## src/rtl/button_gesture_detector_unit_macros.svh

```systemverilog
// assertion macros used by the button gesture detector result queue
// expects clk and arst_n in the scope of each use
`ifndef BUTTON_GESTURE_DETECTOR_UNIT_MACROS_SVH
`define BUTTON_GESTURE_DETECTOR_UNIT_MACROS_SVH
`ifndef SYNTHESIS
`define BGD_ASSERT(label, prop) \
	label: assert property (@(posedge clk) disable iff (!arst_n) prop) \
		else $error("bgd assertion failed");
`define BGD_ASSERT_NEVER(label, cond) \
	label: assert property (@(posedge clk) disable iff (!arst_n) !(cond)) \
		else $error("bgd forbidden condition seen");
`else
`define BGD_ASSERT(label, prop)
`define BGD_ASSERT_NEVER(label, cond)
`endif
`endif

```

## src/rtl/bgd_pkg.sv

```systemverilog
// shared types, codes and helpers of the button gesture detector
// no dependencies
package bgd_pkg;

	// one scan tick
	typedef struct packed {
		logic [3:0] button_index;
		logic       pin_level;
	} bgd_in_t;

	// one reported event
	typedef struct packed {
		logic [3:0] button_id;
		logic [2:0] event_code;
		logic       fired;
		logic       last;
	} bgd_out_t;

	// per-button gesture phase
	typedef enum logic [2:0] {
		PH_IDLE     = 3'd0,
		PH_PRESSED  = 3'd1,
		PH_RELEASED = 3'd2,
		PH_SECOND   = 3'd3,
		PH_HOLD     = 3'd4
	} phase_t;

	// event codes
	localparam logic [2:0] EV_IDLE   = 3'd0;
	localparam logic [2:0] EV_DOWN   = 3'd1;
	localparam logic [2:0] EV_UP     = 3'd2;
	localparam logic [2:0] EV_SINGLE = 3'd3;
	localparam logic [2:0] EV_DOUBLE = 3'd4;
	localparam logic [2:0] EV_HSTART = 3'd5;
	localparam logic [2:0] EV_HEND   = 3'd6;

	// configuration register indexes
	localparam logic [1:0] CFG_SCAN_PERIOD   = 2'd0;
	localparam logic [1:0] CFG_HOLD_THR      = 2'd1;
	localparam logic [1:0] CFG_DEBOUNCE_THR  = 2'd2;
	localparam logic [1:0] CFG_RELEASE_THR   = 2'd3;

	localparam logic [7:0]  SCAN_PERIOD_RST  = 8'd10;
	localparam logic [15:0] HOLD_THR_RST     = 16'd1000;
	localparam logic [15:0] DEBOUNCE_THR_RST = 16'd20;
	localparam logic [15:0] RELEASE_THR_RST  = 16'd300;

	localparam logic [15:0] CNT_MAX = 16'hFFFF;

	// result queue geometry
	localparam int RES_DEPTH = 8;
	localparam int RES_PTR_W = 3;
	localparam int RES_CNT_W = RES_PTR_W + 1;

	// stored state of one button
	typedef struct packed {
		phase_t      phase;
		logic [2:0]  cur_event;
		logic [15:0] hold_count;
		logic [15:0] release_count;
	} bgd_entry_t;

	localparam bgd_entry_t ENTRY_RST = '{
		phase: PH_IDLE, cur_event: EV_IDLE, hold_count: 16'd0, release_count: 16'd0};

	typedef struct packed {
		logic [7:0]  scan_period;
		logic [15:0] hold_thr;
		logic [15:0] debounce_thr;
		logic [15:0] release_thr;
	} bgd_cfg_t;

	// counter advance with saturation
	function automatic logic [15:0] sat_add(input logic [15:0] c, input logic [7:0] p);
		logic [16:0] s;
		s = {1'b0, c} + {9'd0, p};
		return s[16] ? CNT_MAX : s[15:0];
	endfunction

endpackage

```

## src/rtl/button_gesture_detector_unit.sv

```systemverilog
// Button gesture detector: click, double click and long-hold detection
// for interleaved scan ticks of up to NUM_BUTTONS buttons.
// Input channel (in_valid/in_ready/in_data): one scan tick, a button index
// and its pin level. Output channel (out_valid/out_ready/out_data): event
// items; a tick gives one item, or two (press up, then hold end) when a
// long hold ends. Config port: cfg_we writes cfg_wdata to register cfg_index
// (scan period, hold, debounce and release thresholds) in the same cycle.
// The first item of a tick is offered once the tick has passed the stage 1
// registers with the state memory read and has been written into the queue.
// Throughput: one tick per cycle while in_ready is high; the per-button state
// memory is read in the accept cycle and written back the next, a write
// colliding with the following read of the same button is forwarded.
// A two-item tick enters the queue at once and leaves it one item at a time.
// Reset: every button idle with zero counters, registers at their defaults;
// no clearing pass, entries read as idle until first written.
// Output stall: results wait in an eight-entry queue; in_ready drops while
// the queue cannot take two more items beyond the tick in flight.
// depends on bgd_pkg, bgd_state_mem, bgd_step, bgd_result_fifo
module button_gesture_detector_unit #(
	parameter int NUM_BUTTONS = 16
) (
	input  logic              clk,
	input  logic              arst_n,
	input  logic              in_valid,
	output logic              in_ready,
	input  bgd_pkg::bgd_in_t  in_data,
	output logic              out_valid,
	input  logic              out_ready,
	output bgd_pkg::bgd_out_t out_data,
	input  logic              cfg_we,
	input  logic [1:0]        cfg_index,
	input  logic [15:0]       cfg_wdata
);
	import bgd_pkg::*;

	localparam int AW = (NUM_BUTTONS > 1) ? $clog2(NUM_BUTTONS) : 1;

	bgd_cfg_t             cfg_q;
	logic                 valid_s1;
	bgd_in_t              data_s1;
	logic                 in_range_s1;
	logic [AW-1:0]        addr_s1;
	logic                 accept;
	logic [AW+3:0]        idx_ext;
	logic                 in_range;
	logic [AW-1:0]        rd_addr;
	bgd_entry_t           rd_entry;
	bgd_entry_t           next_entry;
	logic                 two_results;
	bgd_out_t             res0;
	bgd_out_t             res1;
	logic [RES_CNT_W-1:0] res_count;
	logic [RES_CNT_W:0]   committed;

	// input address decode
	assign idx_ext  = {{AW{1'b0}}, in_data.button_index};
	assign in_range = idx_ext < (AW + 4)'(NUM_BUTTONS);
	assign rd_addr  = in_range ? idx_ext[AW-1:0] : '0;
	assign accept   = in_valid && in_ready;

	// take a tick only if the queue has room for it and the tick in flight
	assign committed = {1'b0, res_count} + (valid_s1 ? (RES_CNT_W + 1)'(2) : '0);
	assign in_ready  = committed <= (RES_CNT_W + 1)'(RES_DEPTH - 2);

	// configuration registers
	always_ff @(posedge clk or negedge arst_n) begin
		if (!arst_n) begin
			cfg_q.scan_period  <= SCAN_PERIOD_RST;
			cfg_q.hold_thr     <= HOLD_THR_RST;
			cfg_q.debounce_thr <= DEBOUNCE_THR_RST;
			cfg_q.release_thr  <= RELEASE_THR_RST;
		end else if (cfg_we) begin
			unique case (cfg_index)
				CFG_SCAN_PERIOD:  cfg_q.scan_period  <= cfg_wdata[7:0];
				CFG_HOLD_THR:     cfg_q.hold_thr     <= cfg_wdata;
				CFG_DEBOUNCE_THR: cfg_q.debounce_thr <= cfg_wdata;
				CFG_RELEASE_THR:  cfg_q.release_thr  <= cfg_wdata;
			endcase
		end
	end

	// stage 1 control
	always_ff @(posedge clk or negedge arst_n) begin
		if (!arst_n) begin
			valid_s1 <= 1'b0;
		end else begin
			valid_s1 <= accept;
		end
	end

	// stage 1 payload
	always_ff @(posedge clk) begin
		if (accept) begin
			data_s1     <= in_data;
			in_range_s1 <= in_range;
			addr_s1     <= rd_addr;
		end
	end

	bgd_state_mem #(
		.DEPTH (NUM_BUTTONS),
		.AW    (AW)
	) u_mem (
		.clk      (clk),
		.arst_n   (arst_n),
		.rd_en    (accept),
		.rd_addr  (rd_addr),
		.wr_en    (valid_s1 && in_range_s1),
		.wr_addr  (addr_s1),
		.wr_data  (next_entry),
		.rd_entry (rd_entry)
	);

	bgd_step u_step (
		.entry       (rd_entry),
		.cfg         (cfg_q),
		.button_id   (data_s1.button_index),
		.pin_level   (data_s1.pin_level),
		.in_range    (in_range_s1),
		.next_entry  (next_entry),
		.two_results (two_results),
		.res0        (res0),
		.res1        (res1)
	);

	bgd_result_fifo u_fifo (
		.clk       (clk),
		.arst_n    (arst_n),
		.push_one  (valid_s1),
		.push_two  (valid_s1 && two_results),
		.res0      (res0),
		.res1      (res1),
		.out_valid (out_valid),
		.out_ready (out_ready),
		.out_data  (out_data),
		.count     (res_count)
	);

endmodule

```

## src/rtl/bgd_state_mem.sv

```systemverilog
// per-button state memory with registered read, valid bits and write forwarding
// depends on bgd_pkg
module bgd_state_mem #(
	parameter int DEPTH = 16,
	parameter int AW    = 4
) (
	input  logic                clk,
	input  logic                arst_n,
	input  logic                rd_en,
	input  logic [AW-1:0]       rd_addr,
	input  logic                wr_en,
	input  logic [AW-1:0]       wr_addr,
	input  bgd_pkg::bgd_entry_t wr_data,
	output bgd_pkg::bgd_entry_t rd_entry
);
	import bgd_pkg::*;

	bgd_entry_t       mem [DEPTH];
	bgd_entry_t       rdata_q;
	logic [AW-1:0]    addr_q;
	logic [DEPTH-1:0] valid_q;
	logic             byp_valid_q;
	logic [AW-1:0]    byp_addr_q;
	bgd_entry_t       byp_data_q;

	// storage array and registered read port
	always_ff @(posedge clk) begin
		if (wr_en) begin
			mem[wr_addr] <= wr_data;
		end
		if (rd_en) begin
			rdata_q <= mem[rd_addr];
			addr_q  <= rd_addr;
		end
		byp_addr_q <= wr_addr;
		byp_data_q <= wr_data;
	end

	// entry valid bits and forwarding flag
	always_ff @(posedge clk or negedge arst_n) begin
		if (!arst_n) begin
			valid_q     <= '0;
			byp_valid_q <= 1'b0;
		end else begin
			if (wr_en) begin
				valid_q[wr_addr] <= 1'b1;
			end
			byp_valid_q <= wr_en;
		end
	end

	// write at the read edge wins, unwritten entries read as reset state
	always_comb begin
		if (byp_valid_q && byp_addr_q == addr_q) begin
			rd_entry = byp_data_q;
		end else if (valid_q[addr_q]) begin
			rd_entry = rdata_q;
		end else begin
			rd_entry = ENTRY_RST;
		end
	end

endmodule

```

## src/rtl/bgd_step.sv

```systemverilog
// gesture phase update for one scan tick of one button
// depends on bgd_pkg
module bgd_step (
	input  bgd_pkg::bgd_entry_t entry,
	input  bgd_pkg::bgd_cfg_t   cfg,
	input  logic [3:0]          button_id,
	input  logic                pin_level,
	input  logic                in_range,
	output bgd_pkg::bgd_entry_t next_entry,
	output logic                two_results,
	output bgd_pkg::bgd_out_t   res0,
	output bgd_pkg::bgd_out_t   res1
);
	import bgd_pkg::*;

	logic [15:0] hold_inc;
	logic [15:0] rel_inc;
	logic        fired;
	logic        hold_end;

	assign hold_inc = sat_add(entry.hold_count, cfg.scan_period);
	assign rel_inc  = sat_add(entry.release_count, cfg.scan_period);

	// phase transitions
	always_comb begin
		next_entry = entry;
		fired      = 1'b0;
		hold_end   = 1'b0;
		unique case (entry.phase)
			PH_IDLE: begin
				next_entry.cur_event     = pin_level ? EV_DOWN : EV_IDLE;
				next_entry.phase         = pin_level ? PH_PRESSED : PH_IDLE;
				next_entry.hold_count    = 16'd0;
				next_entry.release_count = 16'd0;
				fired                    = 1'b1;
			end
			PH_PRESSED: begin
				next_entry.hold_count = hold_inc;
				if (pin_level) begin
					if (hold_inc > cfg.hold_thr) begin
						next_entry.phase     = PH_HOLD;
						next_entry.cur_event = EV_HSTART;
						fired                = 1'b1;
					end
				end else if (hold_inc > cfg.debounce_thr) begin
					next_entry.phase     = PH_RELEASED;
					next_entry.cur_event = EV_UP;
					fired                = 1'b1;
				end else begin
					next_entry.phase     = PH_IDLE;
					next_entry.cur_event = EV_IDLE;
					fired                = 1'b1;
				end
			end
			PH_RELEASED: begin
				if (pin_level) begin
					next_entry.hold_count = hold_inc;
					if (hold_inc > cfg.debounce_thr) begin
						next_entry.phase     = PH_SECOND;
						next_entry.cur_event = EV_DOWN;
						fired                = 1'b1;
					end
				end else begin
					next_entry.release_count = rel_inc;
					if (rel_inc > cfg.release_thr) begin
						next_entry.phase     = PH_IDLE;
						next_entry.cur_event = EV_SINGLE;
						fired                = 1'b1;
					end
				end
			end
			PH_SECOND: begin
				if (pin_level) begin
					next_entry.hold_count = hold_inc;
				end else begin
					next_entry.phase     = PH_IDLE;
					next_entry.cur_event = EV_DOUBLE;
					fired                = 1'b1;
				end
			end
			PH_HOLD: begin
				if (pin_level) begin
					next_entry.hold_count = hold_inc;
				end else begin
					next_entry.phase     = PH_IDLE;
					next_entry.cur_event = EV_HEND;
					hold_end             = 1'b1;
				end
			end
			default: begin
			end
		endcase
	end

	// result items of this tick
	always_comb begin
		res0        = '{button_id: button_id, event_code: next_entry.cur_event,
			fired: fired, last: 1'b1};
		res1        = '{button_id: button_id, event_code: EV_HEND, fired: 1'b1, last: 1'b1};
		two_results = 1'b0;
		if (!in_range) begin
			res0 = '{button_id: button_id, event_code: EV_IDLE, fired: 1'b0, last: 1'b1};
		end else if (hold_end) begin
			// end of a long hold reports press up first
			res0        = '{button_id: button_id, event_code: EV_UP, fired: 1'b1, last: 1'b0};
			two_results = 1'b1;
		end
	end

endmodule

```

## src/rtl/bgd_result_fifo.sv

```systemverilog
// result queue that takes one or two items a cycle and gives one while out_ready is high
// depends on bgd_pkg and the assertion macro header
`include "button_gesture_detector_unit_macros.svh"
module bgd_result_fifo (
	input  logic                          clk,
	input  logic                          arst_n,
	input  logic                          push_one,
	input  logic                          push_two,
	input  bgd_pkg::bgd_out_t             res0,
	input  bgd_pkg::bgd_out_t             res1,
	output logic                          out_valid,
	input  logic                          out_ready,
	output bgd_pkg::bgd_out_t             out_data,
	output logic [bgd_pkg::RES_CNT_W-1:0] count
);
	import bgd_pkg::*;

	bgd_out_t               fifo_q [RES_DEPTH];
	logic [RES_PTR_W-1:0]   wr_ptr_q;
	logic [RES_PTR_W-1:0]   rd_ptr_q;
	logic [RES_CNT_W-1:0]   count_q;
	logic [RES_PTR_W-1:0]   wr_ptr_nx;
	logic                   pop;

	assign pop       = out_valid && out_ready;
	assign out_valid = count_q != '0;
	assign out_data  = fifo_q[rd_ptr_q];
	assign count     = count_q;
	assign wr_ptr_nx = wr_ptr_q + RES_PTR_W'(1);

	// storage
	always_ff @(posedge clk) begin
		if (push_one) begin
			fifo_q[wr_ptr_q] <= res0;
		end
		if (push_two) begin
			fifo_q[wr_ptr_nx] <= res1;
		end
	end

	// pointers and fill count
	always_ff @(posedge clk or negedge arst_n) begin
		if (!arst_n) begin
			wr_ptr_q <= '0;
			rd_ptr_q <= '0;
			count_q  <= '0;
		end else begin
			wr_ptr_q <= wr_ptr_q + RES_PTR_W'(push_one) + RES_PTR_W'(push_two);
			rd_ptr_q <= rd_ptr_q + RES_PTR_W'(pop);
			count_q  <= count_q + RES_CNT_W'(push_one) + RES_CNT_W'(push_two)
				- RES_CNT_W'(pop);
		end
	end

	`BGD_ASSERT_NEVER(a_no_overflow, count_q > RES_CNT_W'(RES_DEPTH))
	`BGD_ASSERT(a_idle_count_holds, (!push_one && !pop) |=> $stable(count_q))
	`BGD_ASSERT(a_pair_marks_last, push_two |-> (push_one && !res0.last && res1.last))
	`BGD_ASSERT(a_single_is_last, (push_one && !push_two) |-> res0.last)

endmodule
```

## config.mk

```make
export PLATFORM = sky130hd
export DESIGN_NAME = button_gesture_detector_unit
export DESIGN_NICKNAME = d
export VERILOG_FILES = /design/src/rtl/bgd_pkg.sv /design/src/rtl/button_gesture_detector_unit.sv /design/src/rtl/bgd_state_mem.sv /design/src/rtl/bgd_step.sv /design/src/rtl/bgd_result_fifo.sv
export VERILOG_INCLUDE_DIRS = /design/src /design/src/rtl
export SDC_FILE = /design/constraint.sdc
export NUM_CORES = 1
export LEC_CHECK = 0
export ABC_AREA = 1
export CORE_MARGIN = 3
export CORE_UTILIZATION = 40
export DETAILED_ROUTE_END_ITERATION = 16
export DONT_BUFFER_PORTS = 1
export PLACE_DENSITY_LB_ADDON = 0.1
export SETUP_SLACK_MARGIN = 0.3
export SLEW_MARGIN = 25
export SYNTH_ARGS = -nofsm -noshare
export SYNTH_HDL_FRONTEND = slang
export SYNTH_SLANG_ARGS = --single-unit
```

## constraint.sdc

```tcl
create_clock -name clk -period 6.9 [get_ports clk]
set_clock_uncertainty 0.1 [all_clocks]
set_input_delay 1.035 -clock clk [delete_from_list [all_inputs] [get_ports clk]]
set_output_delay 1.035 -clock clk [all_outputs]
set_load 0.02 [all_outputs]
```

==> out/summary.txt, run 1 <==
Placed instance area: 38400 um^2
Share of the synthesized area in the top cell type: 55.4%
Layout cells sized above 1: 9.21%
Crit path largest cell delay: 430 ps
Post-synthesis cell count: 3223
Synthesis Warnings: 0
Vias in the first global route: 23400
CTS tree: yes
VDD IR max: 197 uV
Asr flop ratio synth: 9.89%
PwrDens: 394 nW/um^2
Cells after DPL: 4346
Cell Count, Final, Fillers Out: 4525
Die W: 310 um
# setup viols final: 0
Setup_tns: 0 ps
Startpoint class of the critical path: flop
Grt total ovfl: 0
Switching Share: 34.1%
Power share of the sequential group: 43.7%
Synth cell count leaders: edfxtp_1 (683), nand2_1 (432), inv_1 (366)
Detailed-route via count: 24200
Layout area overhead: 11.9%
Full die area: 96300 um^2
Largest net degree at the start of global routing: 458
Worst Setup Path Type: flop to flop
Design area: 41500 um^2
Pwr Total: 16.3 mW
Final Hold Fails: 0
Mean Syn Cell Area: 11.5 um^2
Seq/Total Area, Yosys: 65.5%
CTS buffer count: 92
Synth Cell Area: 37000 um^2
Slew of the pin with the lowest slew margin: 2460 ps
Starting density of the core: 40.7%
Root buffer cell: clkbuf_16
Status: complete, but fails checks
Clock Sink Count: 849
# H-tree levels: 3
Synth area leader: edfxtp_1
Most common cell in the netlist: edfxtp_1
Failing checks: slew limit
Main flop type after synthesis: edfxtp_1
Post-synth EDFFs: 683
IO Pins: 39
Worst Path Arrival: 6290 ps
Comb power frac: 27.3%
Slowest CP cell: edfxtp_1
Slew margin rel.: -64.3%
RePlAce Congestion: 0.877
Crit-path most repeated cell: nand2_1
WP data required: 7160 ps
Period utilization: 87.4%
Internal power: 10.8 mW
Net count reported at finish: 3321
Final Critical Period: 6030 ps
Clock network power share: 28.9%
Leakage: 16.2 nW
Max Slew Vio Count: 316
Worst hold slack: 127 ps
Core ar.: 91000 um^2
Port bufs: 0
Sw Pwr: 5.58 mW
Detailed placement HPWL: 57400 um
Worst setup margin: 870 ps
Fmax: 166 MHz
WL/cell: 22.8 um
DRT Pass-1 Iters: 6
DRT iter0 DRCs: 2147
Row cnt: 110
RSZ-0062 raised after global routing: no
Post-route DRC: 0
First-pass GRT wire length: 152000 um
Largest cells by area after synthesis: edfxtp_1 (55%), dfrtp_1 (4.7%), dfxtp_1 (4.4%)
Post-Route WL: 103000 um
Clock transition at path regs: 60 ps
Clock buffer depth: 3
Initial antenna violation count: 8
Max-cap violations: 0
Vias per cell: 5.35
Hold crit path type: input port to asynchronous set/reset pin
Antenna viol nets, final: 0
Synthesized flop and latch total: 849
Post-synth net total: 3331
Layout Utilization: 45.6%
DIE HEIGHT: 310 um
GRT Total Usage: 21.4%
Total of fill cells in the finished design: 8283
Skew-Pair Late Insertion Delay: 670 ps
Setup crit end kind: flop
Crit Path Max Fanout: 19
Cell variety after synth: 55
Pre-CTS setup slack: 425 ps
cell usage in the layout, fill, tap and decap left out, drive strengths merged, types with 14 or more instances in the layout:
cell / synthesis / final
edfxtp: 683 / 683
nand2: 451 / 451
inv: 381 / 386
o21ai: 336 / 336
a21oi: 227 / 227
nor2: 188 / 188
o211ai: 155 / 155
mux2i: 152 / 152
nand3: 137 / 137
clkbuf: 110 / 119
dfxtp: 82 / 82
ha: 75 / 75
dfrtp: 70 / 70
buf: 43 / 49
clkinv: 2 / 43
or2: 16 / 16
o22ai: 15 / 15
xor2: 14 / 14
dfstp: 14 / 14
registers in the layout, summed over array words and instances (netlist names):
register / flops
u_mem.byp_addr_q: 4
u_mem.mem: 608
u_mem.byp_data_q: 38
u_fifo.rd_ptr_q: 3
u_mem.rdata_q: 38
data_s1: 5
u_fifo.count: 4
u_fifo.wr_ptr_q: 3
cfg_q: 56
u_mem.byp_valid_q: 1
u_mem.valid_q: 16
u_fifo.fifo_q: 72
valid_s1: 1
routing by layer:
metal	vias to the layer above	wire [um]	global-route usage, %
li1	11300	-	-
met1	12000	47300	30.8
met2	742	46700	33.5
met3	150	6650	3.90
met4	2	2490	5.79
met5	-	7	0
repair_timing:
| item | 4_1_cts | 5_1_grt |
|---|---|---|
| setup endpoints to repair | 0 | 122 |
| hold buffers | 1 | 0 |
| buffers inserted | 0 | 4 |
| hold endpoints to repair | 70 | 0 |
| gates resized for setup | 0 | 6 |
logic make-up (layout without fill, tap and decap cells):
| kind of cell | count (synthesis) | in the layout | share of synthesized area [%] |
|---|---|---|---|
| AOI/OAI and AO/OA | 773 | 773 | 12.0 |
| xor gates and xnor gates | 22 | 22 | 0.520 |
| adders and majority gates | 80 | 80 | 2.80 |
| buffers and inverters | 536 | 603 | 5.62 |
| DFF | 849 | 849 | 65.5 |
| muxes | 152 | 152 | 4.11 |
| other | 0 | 3 | 0 |
| and+or+nand+nor | 811 | 811 | 9.39 |
power groups by stage:
| stage | Sequential, mW | Combinational [mW] | Clock (mW) |
|---|---|---|---|
| after global placement | 7.24 | 4.31 | 0 |
| after CTS | 7.15 | 4.44 | 4.86 |
| after floorplan | 7.13 | 3.00 | 0 |
| final | 7.15 | 4.47 | 4.73 |
| after detailed placement | 7.25 | 4.42 | 0 |
| after global routing | 7.20 | 5.00 | 5.07 |
worst max-delay path, delay by kind of cell (launching register included):
kind / cells / cell delay [ps]
AND/OR/NAND/NOR: 24 / 2850
buffers and inverters: 7 / 870
adder cells (fa/ha/maj): 3 / 750
AO/OA/AOI/OAI: 4 / 690
flip-flops: 1 / 430
final cells by class:
class	count	area (um^2)	share of cell area, %
Multi-Input combinational cell	1838	10900	26.2
Inverter	383	1440	3.48
Antenna cell	3	7.51	0.0181
Clock inverter	52	408	0.984
Timing Repair Buffer	49	425	1.03
Sequential cell	849	24300	58.5
Clock buffer	119	2500	6.02
Tap cell	1232	1540	3.72
worst paths after layout:
path                       cells past startpoint  slack (ps)           startpoint             endpoint
min in group clk                               2         360  u_fifo.fifo_q[2][2]  u_fifo.fifo_q[2][2]
max reg2reg                                   38         870           data_s1[1]    u_mem.mem[13][33]
min                                            0         130               arst_n            cfg_q[49]
max                                           38         870           data_s1[1]    u_mem.mem[13][33]
max in group asynchronous                      1        6230               arst_n            cfg_q[52]
min reg2reg                                    2         360  u_fifo.fifo_q[2][2]  u_fifo.fifo_q[2][2]
Power figures use the tool's default switching activity.
==> run 2: changes to the inputs <==
--- a/config.mk
+++ b/config.mk
@@ -11,6 +11,7 @@
 export CORE_UTILIZATION = 40
 export DETAILED_ROUTE_END_ITERATION = 16
 export DONT_BUFFER_PORTS = 1
+export GPL_TIMING_DRIVEN = 0
 export PLACE_DENSITY_LB_ADDON = 0.1
 export SETUP_SLACK_MARGIN = 0.3
 export SLEW_MARGIN = 25
==> out/summary.txt, run 2 (same netlist as run 1, synthesis figures left out) <==
Status: finished, final reports clean
Core ar.: 91000 um^2
Worst Setup Path Type: flop to flop
RSZ-0062 raised after global routing: yes
Initial antenna violation count: 10
Critical Path Sink: u_mem.mem[7][35]
Full die area: 96300 um^2
Hold crit path type: input port to asynchronous set/reset pin
DRT iter0 DRCs: 2486
Clock transition at path regs: 60 ps
Die W: 310 um
PwrDens: 397 nW/um^2
Grt total ovfl: 0
Bufs and invs on worst path: 8
CP startpoint: data_s1[1]
Leakage: 16.7 nW
Critical R2R Launch: data_s1[1]
Vias in the first global route: 24900
Placed instance area: 39700 um^2
Largest regs: u_mem.mem: 608 flops, u_fifo.fifo_q: 72 flops, cfg_q: 56 flops
# setup viols final: 0
Row cnt: 110
Layout Utilization: 47.2%
Setup crit end kind: flop
Starting density of the core: 40.7%
DRT Pass-1 Iters: 5
Final Critical Period: 6130 ps
# H-tree levels: 3
Fmax: 163 MHz
Total of fill cells in the finished design: 8202
Worst reg2reg setup slack: 770 ps
Worst hold slack: 146 ps
R2R depth: 41
Post-route DRC: 0
Clock buffer depth: 3
First-pass GRT wire length: 165000 um
Biggest register: u_mem.mem
Root buffer cell: clkbuf_16
Commonest non-fill, non-tap cells in the layout: edfxtp_1 (683), nand2_1 (427), inv_1 (365)
Design area: 42900 um^2
Largest net degree at the start of global routing: 71
Detailed placement HPWL: 81000 um
Final Hold Fails: 0
Largest delay share family, worst path: simple AND/OR/NAND/NOR gates
Net count reported at finish: 3481
Max-cap violations: 0
Setup_tns: 0 ps
Crit-path most repeated cell: nand2_1
Max FFs per register: 608
Ant. Diodes: 0
Worst setup margin: 766 ps
Post-Route WL: 114000 um
Clock Sink Count: 849
DIE HEIGHT: 310 um
Port bufs: 0
Pre-CTS setup slack: -760 ps
GRT Total Usage: 23.6%
Area of the multi-input gates: 11000 um^2
Vias per cell: 5.38
WP data required: 7100 ps
Crit path largest cell delay: 470 ps
Worst Path Arrival: 6340 ps
Register area: 24300 um^2
Layout area overhead: 15.9%
VDD IR max: 207 uV
RePlAce Congestion: 0.855
Slew of the pin with the lowest slew margin: 1060 ps
Period utilization: 88.9%
Detailed-route via count: 25200
WL/cell: 24.3 um
Skew-Pair Late Insertion Delay: 660 ps
Most common cell after layout, fill and taps aside: edfxtp_1
Layout cells sized above 1: 10.1%
Slew margin rel.: 29.4%
CTS tree: yes
Crit Path Max Fanout: 17
CTS buffer count: 92
IO Pins: 39
Startpoint class of the critical path: flop
Max Slew Vio Count: 0
Reg2reg end: u_mem.mem[7][35]
Antenna viol nets, final: 0
Slowest CP cell: edfxtp_1
WP depth: 41
[run 2: cell count changes in the layout (fill, tap and decap cells not counted), moves of 6 or more]
| cell | previous run | this run |
|---|---|---|
| buf_1 | 0 | 20 |
| buf_12 | 3 | 19 |
| clkbuf_1 | 20 | 132 |
| buf_4 | 45 | 14 |
| buf_2 | 0 | 11 |
| clkinv_2 | 19 | 13 |
| buf_6 | 0 | 12 |
| buf_16 | 1 | 17 |
[run 2: routing by layer]
layer,global-route usage (%),wire [um]
met5,0,13
met4,7.13,3220
met3,3.23,6650
met2,39.7,54300
met1,31.9,49500
[run 2: where the power goes]
part | switching, mW | internal, mW | leakage (nW) | total [mW]
Combinational | 3.62 | 1.41 | 7.28 | 5.04
Clock | 2.02 | 2.88 | 1.45 | 4.90
Sequential | 0.270 | 6.85 | 7.98 | 7.12
[run 2: cell type report]
class / count / area share (%)
Sequential cell: 849 / 56.5
Multi-Input combinational cell: 1838 / 25.6
Clock buffer: 126 / 5.92
Tap cell: 1232 / 3.59
Inverter: 383 / 3.36
Timing Repair Buffer: 56 / 2.46
Buffer: 153 / 1.55
Clock inverter: 42 / 1.03
[run 2: worst min-delay path by stage]
stage | startpoint | to | depth (start not counted)
after detailed placement | data_s1[2] | u_mem.byp_addr_q[1] | 0
after global placement | data_s1[2] | u_mem.byp_addr_q[1] | 0
after CTS | arst_n | cfg_q[41] | 0
after floorplan | data_s1[2] | u_mem.byp_addr_q[1] | 0
after global routing | arst_n | cfg_q[39] | 0
final | arst_n | cfg_q[49] | 0
[run 2: repair_timing]
action                                  4_1_cts  5_1_grt
endpoints found under the setup margin      134      134
resized for setup                            17       19
hold endpoints to repair                     70        0
setup buffers                                 2        5
pin swaps                                     1        4
hold buffers                                  1        0
[run 2: metrics by stage]
step / power (mW) / instances
after floorplan: 10.1 / 3223
after global placement: 11.8 / 4455
after detailed placement: 12.1 / 4503
after CTS: 17.1 / 4674
after global routing: 17.9 / 4679
final: 17.1 / 4679
